**src/rtl/kwm_pkg.sv**
```systemverilog
// Package with types and constants of the sorted merge block.
`default_nettype none
package kwm_pkg;
    localparam int NUM_LISTS  = 8;
    localparam int LIST_DEPTH = 64;
    localparam int LW = $clog2(NUM_LISTS);
    localparam int PW = $clog2(LIST_DEPTH);
    localparam int CW = $clog2(LIST_DEPTH + 1);
    localparam int QDEPTH = 2;

    localparam logic [1:0] ST_APPENDED = 2'd0;
    localparam logic [1:0] ST_FULL     = 2'd1;
    localparam logic [1:0] ST_POPPED   = 2'd2;
    localparam logic [1:0] ST_EMPTY    = 2'd3;

    localparam logic CMD_APPEND = 1'b0;
    localparam logic CMD_POP    = 1'b1;

    typedef struct packed {
        logic        cmd;
        logic [2:0]  list_index;
        logic [31:0] value;
    } item_t;
endpackage
`default_nettype wire

```
**src/rtl/kwm_front.sv**
```systemverilog
// Front end: input skid queue that decouples acceptance from execution.
`default_nettype none
module kwm_front (
    input  wire            clk,
    input  wire            rst_n,
    input  wire            in_valid,
    output logic           in_ready,
    input  kwm_pkg::item_t in_item,
    output logic           q_valid,
    input  wire            q_ready,
    output kwm_pkg::item_t q_item
);
    import kwm_pkg::*;

    item_t      mem_reg [QDEPTH];
    logic       wp_reg, wp_next, rp_reg, rp_next;
    logic [1:0] cnt_reg, cnt_next;
    logic       push, pop;

    assign in_ready = (cnt_reg != 2'(QDEPTH));
    assign q_valid  = (cnt_reg != 2'd0);
    assign q_item   = mem_reg[rp_reg];
    assign push     = in_valid && in_ready;
    assign pop      = q_valid && q_ready;

    always_comb
    begin
        wp_next  = push ? ~wp_reg : wp_reg;
        rp_next  = pop ? ~rp_reg : rp_reg;
        cnt_next = cnt_reg + 2'(push) - 2'(pop);
    end

    always_ff @(posedge clk)
    begin
        if (push)
        begin
            mem_reg[wp_reg] <= in_item;
        end
    end

    always_ff @(posedge clk or negedge rst_n)
    begin
        if (!rst_n)
        begin
            wp_reg  <= 1'b0;
            rp_reg  <= 1'b0;
            cnt_reg <= 2'd0;
        end
        else
        begin
            wp_reg  <= wp_next;
            rp_reg  <= rp_next;
            cnt_reg <= cnt_next;
        end
    end
endmodule
`default_nettype wire

```
**config.mk**
```make
export PLATFORM = sky130hd
export DESIGN_NAME = kwm_front
export DESIGN_NICKNAME = d
export VERILOG_FILES = /design/src/rtl/kwm_pkg.sv /design/src/rtl/kwm_front.sv
export SDC_FILE = /design/constraint.sdc
export NUM_CORES = 1
export LEC_CHECK = 0
export ABC_AREA = 1
export BUFFER_PORTS_ARGS = -buffer_cell sky130_fd_sc_hd__buf_4
export CAP_MARGIN = 40
export CORE_MARGIN = 1.5
export CORE_UTILIZATION = 30
export DETAILED_ROUTE_END_ITERATION = 16
export SLEW_MARGIN = 20
export SYNTH_ARGS = -nofsm -noshare
export SYNTH_HDL_FRONTEND = slang
export SYNTH_SLANG_ARGS = --single-unit
```
**constraint.sdc**
```tcl
create_clock -name clk -period 4.44 [get_ports clk]
set_input_delay 0.222 -clock clk [delete_from_list [all_inputs] [get_ports clk]]
set_output_delay 0.222 -clock clk [all_outputs]
set_load 0.005 [all_outputs]
```
# After elaboration in Yosys (flattened, before gate mapping)
# Memory sizes are Yosys's and may differ from the RTL's.
# Index checks and enable logic that the tools add are counted.
[classes]
n_eq_ne = 1
n_addsub = 2
bitwise = 2
muxes = 2
n_reduce_logical = 3
[ops]
columns = ["cell", "count"]
rows = [
  ["$add A2 B1 Y2", 1],
  ["$logic_and A1 B1 Y1", 2],
  ["$mux W1", 2],
  ["$ne A2 B2 Y1 const B", 1],
  ["$not A1 Y1", 2],
  ["$reduce_bool A2 Y1", 1],
  ["$sub A2 B1 Y2", 1],
]
[totals]
out_inout_bits = 38
memories = 1
register_bits = 4
mem_bits_rw = 72
elab_cells = 14
[mem_list]
columns = ["name", "words", "width", "rd", "rd_clocked_by_memory_dff", "wr", "line_no", "rtl"]
rows = [
  ["mem_reg", 2, 36, 1, 0, 1, "kwm_front.sv:15", "item_t mem_reg [QDEPTH];"],
]

# Logic depth before layout (Yosys ltp)
[depth]
ltp_word = 4
ltp_mapped = 10
mapped_depth_nobuf = 10

# Worst setup path after synthesis
# OpenSTA, ideal clock, no wires.
[synth_path]
path_kind = "register to register"
startpoint = "register cnt_reg[1]"
endpoint = "memory mem_reg[1][0] (netlist name), enable pin"
stages_incl_launch_ff = 4
arrival_time_ps = 2102
synth_period_minus_slack_ps = 2531
setup_ps = 429
slack_ps = 1909
cell_sequence = "dfrtp_1 nand2_1 nand2_1 nor2_1"
[synth_via]
elab_chain_cells = 4
[synth_lines]
columns = ["item", "line_no", "rtl"]
rows = [
  ["start, declared", "kwm_front.sv:17", "logic [1:0] cnt_reg, cnt_next;"],
  ["start signal, assigned", "kwm_front.sv:53", "cnt_reg <= cnt_next;"],
  ["$ne A2 B2 Y1", "kwm_front.sv:20", "assign in_ready = (cnt_reg != 2'(QDEPTH));"],
  ["net in_ready", "kwm_front.sv:7", "output logic in_ready,"],
  ["$logic_and A1 B1 Y1", "kwm_front.sv:23", "assign push = in_valid && in_ready;"],
  ["$mux W1", "kwm_front.sv:35", "if (push)"],
  ["$mux W1 (not written as such)", "kwm_front.sv:37", "mem_reg[wp_reg] <= in_item;"],
  ["end, declared", "kwm_front.sv:15", ""],
]
# The timed path passes the listed nets, and every way through them passes these cells.

==> impl_metrics.json <==
{
  "status": "completed",
  "antenna-diode-count": 0,
  "synth_top_family_by_area": "simple AND/OR/NAND/NOR gates",
  "slowest_stage": "inv_2",
  "most-common-layout-cells": "nand2_1, buf_4, edfxtp_1",
  "post-route-period-util_pct": 40.15,
  "ctsResizeCount": 0,
  "critical_path_arrival_ps": 1560,
  "dp_hpwl_um": 3284,
  "grt_pass1_wl_um": 8128,
  "antenna_left": 0,
  "required_ps": 4220,
  "rows": 35,
  "cts_setup_buffers": 0,
  "antenna_found_initial": 0,
  "clock-root-buffer": "clkbuf_8",
  "synth-adder-area-share_pct": 0.8745,
  "synth_compound_area_share_pct": 0,
  "syn_to_final_growth_pct": 33.45,
  "leakagePower_nw": 1.649,
  "routedWlPerCell_um": 11.66,
  "ys_types": 10,
  "max_stage_delay_ps": 490,
  "cts_buffer_depth": 2,
  "syn_avg_cell_area_um2": 13.07,
  "gp_congestion": 0.6936,
  "initial_core_util_pct": 30.97,
  "drc": 0,
  "drtPass1Iterations": 4,
  "synth_xor_xnor_area_share_pct": 0,
  "synth_warnings": 0,
  "cp_cell_sequence": "inv_2 -> nand2_1 -> nand2_1 -> buf_4",
  "die_x_um": 100.7,
  "drtIter0Drc": 46,
  "layout_commonest_cell": "nand2_1",
  "power_density_nw_per_um2": 619.9,
  "grt_pass1_vias": 1724,
  "cpMostUsedCell": "nand2_1",
  "synth.net_count": 261,
  "drt_wl_total_um": 5107,
  "port_buffers": 77,
  "core_area_um2": 9240,
  "muxShareOfSynthArea_pct": 0,
  "relSlewSlack_pct": 55.73,
  "tns_ps": 0,
  "crit_buf_inv": 2,
  "fmax_mhz": 561.0,
  "synth_seq_cells": 76,
  "crit_family": "buffers and inverters",
  "worstPathMaxFanout": 37,
  "placed_cell_area_um2": 3576,
  "cts.sinks": 76,
  "detailroute.via_count": 1732,
  "rsz0062_at_grt": "no",
  "cp-end-kind": "primary output",
  "fin_skew_ps": 7.474,
  "hp-class": "input pin to register",
  "syn_inst": 219,
  "timing.hold.ws_ps": 68.06,
  "fp.dieArea_um2": 10130,
  "critPathLaunchType": "register",
  "grt_usage_pct": 10.62,
  "ir_worst_vdd_mv": 0.2886,
  "syn-cell-area_um2": 2861,
  "drive_above_1_share_pct": 31.07,
  "period_needed_ps": 1783,
  "clkLatencyLatePin_ps": 330,
  "die_h_um": 100.7,
  "clk_pin_slew_ps": 80,
  "maxCapViolations": 0,
  "worst-setup-path-type": "register to primary output",
  "seq_area_frac_synth_pct": 79.06,
  "synth_simple_gate_area_share_pct": 16.53,
  "fin_nets": 346,
  "grt_max_degree": 38,
  "worst_pin_slew_ps": 663.1,
  "largest_register_ffs": 72,
  "tritoncts": "built",
  "setup_viol": 0,
  "htree_num_levels": 3,
  "gr-total-overflow": 0,
  "finalHoldViolations": 0,
  "via_per_inst": 3.954,
  "cts_buffers": 9,
  "fin_area_um2": 3819,
  "io_pins": 78,
  "final-max-slew-violation-count": 0
}
==> layer usage <==
| layer | track usage, % | vias up | wire (µm) |
|---|---|---|---|
| li1 | - | 893 | - |
| met1 | 12.66 | 777 | 2192 |
| met2 | 17.52 | 52 | 2498 |
| met3 | 3.190 | 10 | 316 |
| met4 | 5.200 | 0 | 99 |
| met5 | 0 | - | 0 |
==> through the flow <==
step                      setup WS [ps]  power, mW  utilization [%]  instances
final                              2657      2.367            41.33        438
after global routing               2484      2.542            41.33        438
after CTS                          2582      2.396            41.03        437
after detailed placement           2720      1.850            38.70        420
after global placement             2598      1.813            38.40        419
after floorplan                    1909      1.453                -        219
==> cells by family after synthesis <==
family / count (synthesis)
fa+ha+maj: 2
buf+inv: 16
flops: 76
simple gates: 125
==> where the power goes <==
part / total, mW / internal [mW] / leakage [nW] / switching [mW]
Clock: 0.541 / 0.309 / 0.105 / 0.232
Sequential: 1.02 / 0.978 / 0.718 / 0.0389
Combinational: 0.809 / 0.366 / 0.826 / 0.443
Total: 2.37 / 1.65 / 1.65 / 0.714
==> synthesized netlist by cell type (all sizes together) <==
| cell type | number | area (µm²) |
|---|---|---|
| nand2 | 121 | 454.2 |
| buf | 7 | 67.56 |
| nand3 | 3 | 15.01 |
| nor2 | 1 | 3.750 |
| edfxtp | 72 | 2162 |
| ha | 2 | 25.02 |
| inv | 9 | 33.78 |
| dfrtp | 4 | 100.1 |
==> path summary, 6_finish.rpt <==
path	depth (start not counted)	slack, ps	end	startpoint
min in group asynchronous	2	210	cnt_reg[1]$_DFF_PN0_	rst_n
setup / recovery	4	2660	q_item[19]	rp_reg$_DFFE_PN0P_
max in group asynchronous	2	4130	rp_reg$_DFFE_PN0P_	rst_n
hold reg to reg	2	500	wp_reg$_DFFE_PN0N_	wp_reg$_DFFE_PN0N_
setup reg to reg	4	2730	mem_reg[1][18]$_DFFE_PP_	cnt_reg[1]$_DFF_PN0_
hold / removal	1	70	mem_reg[1][23]$_DFFE_PP_	in_item[23]
==> what timing repair did <==
action                                  CTS  global route
hold buffers                              1             0
endpoints found under the setup margin    0             0
hold endpoints to repair                  4             0
==> final cells by class <==
class	count	area, µm²
clock buffer	9	123.9
clock inverter	7	81.33
fill	871	5421
inverter	9	33.78
multi-input combinational	127	505.5
sequential	76	2262
tap	129	161.4
timing repair buffer	81	650.6
(Power assumes the default switching activity.)
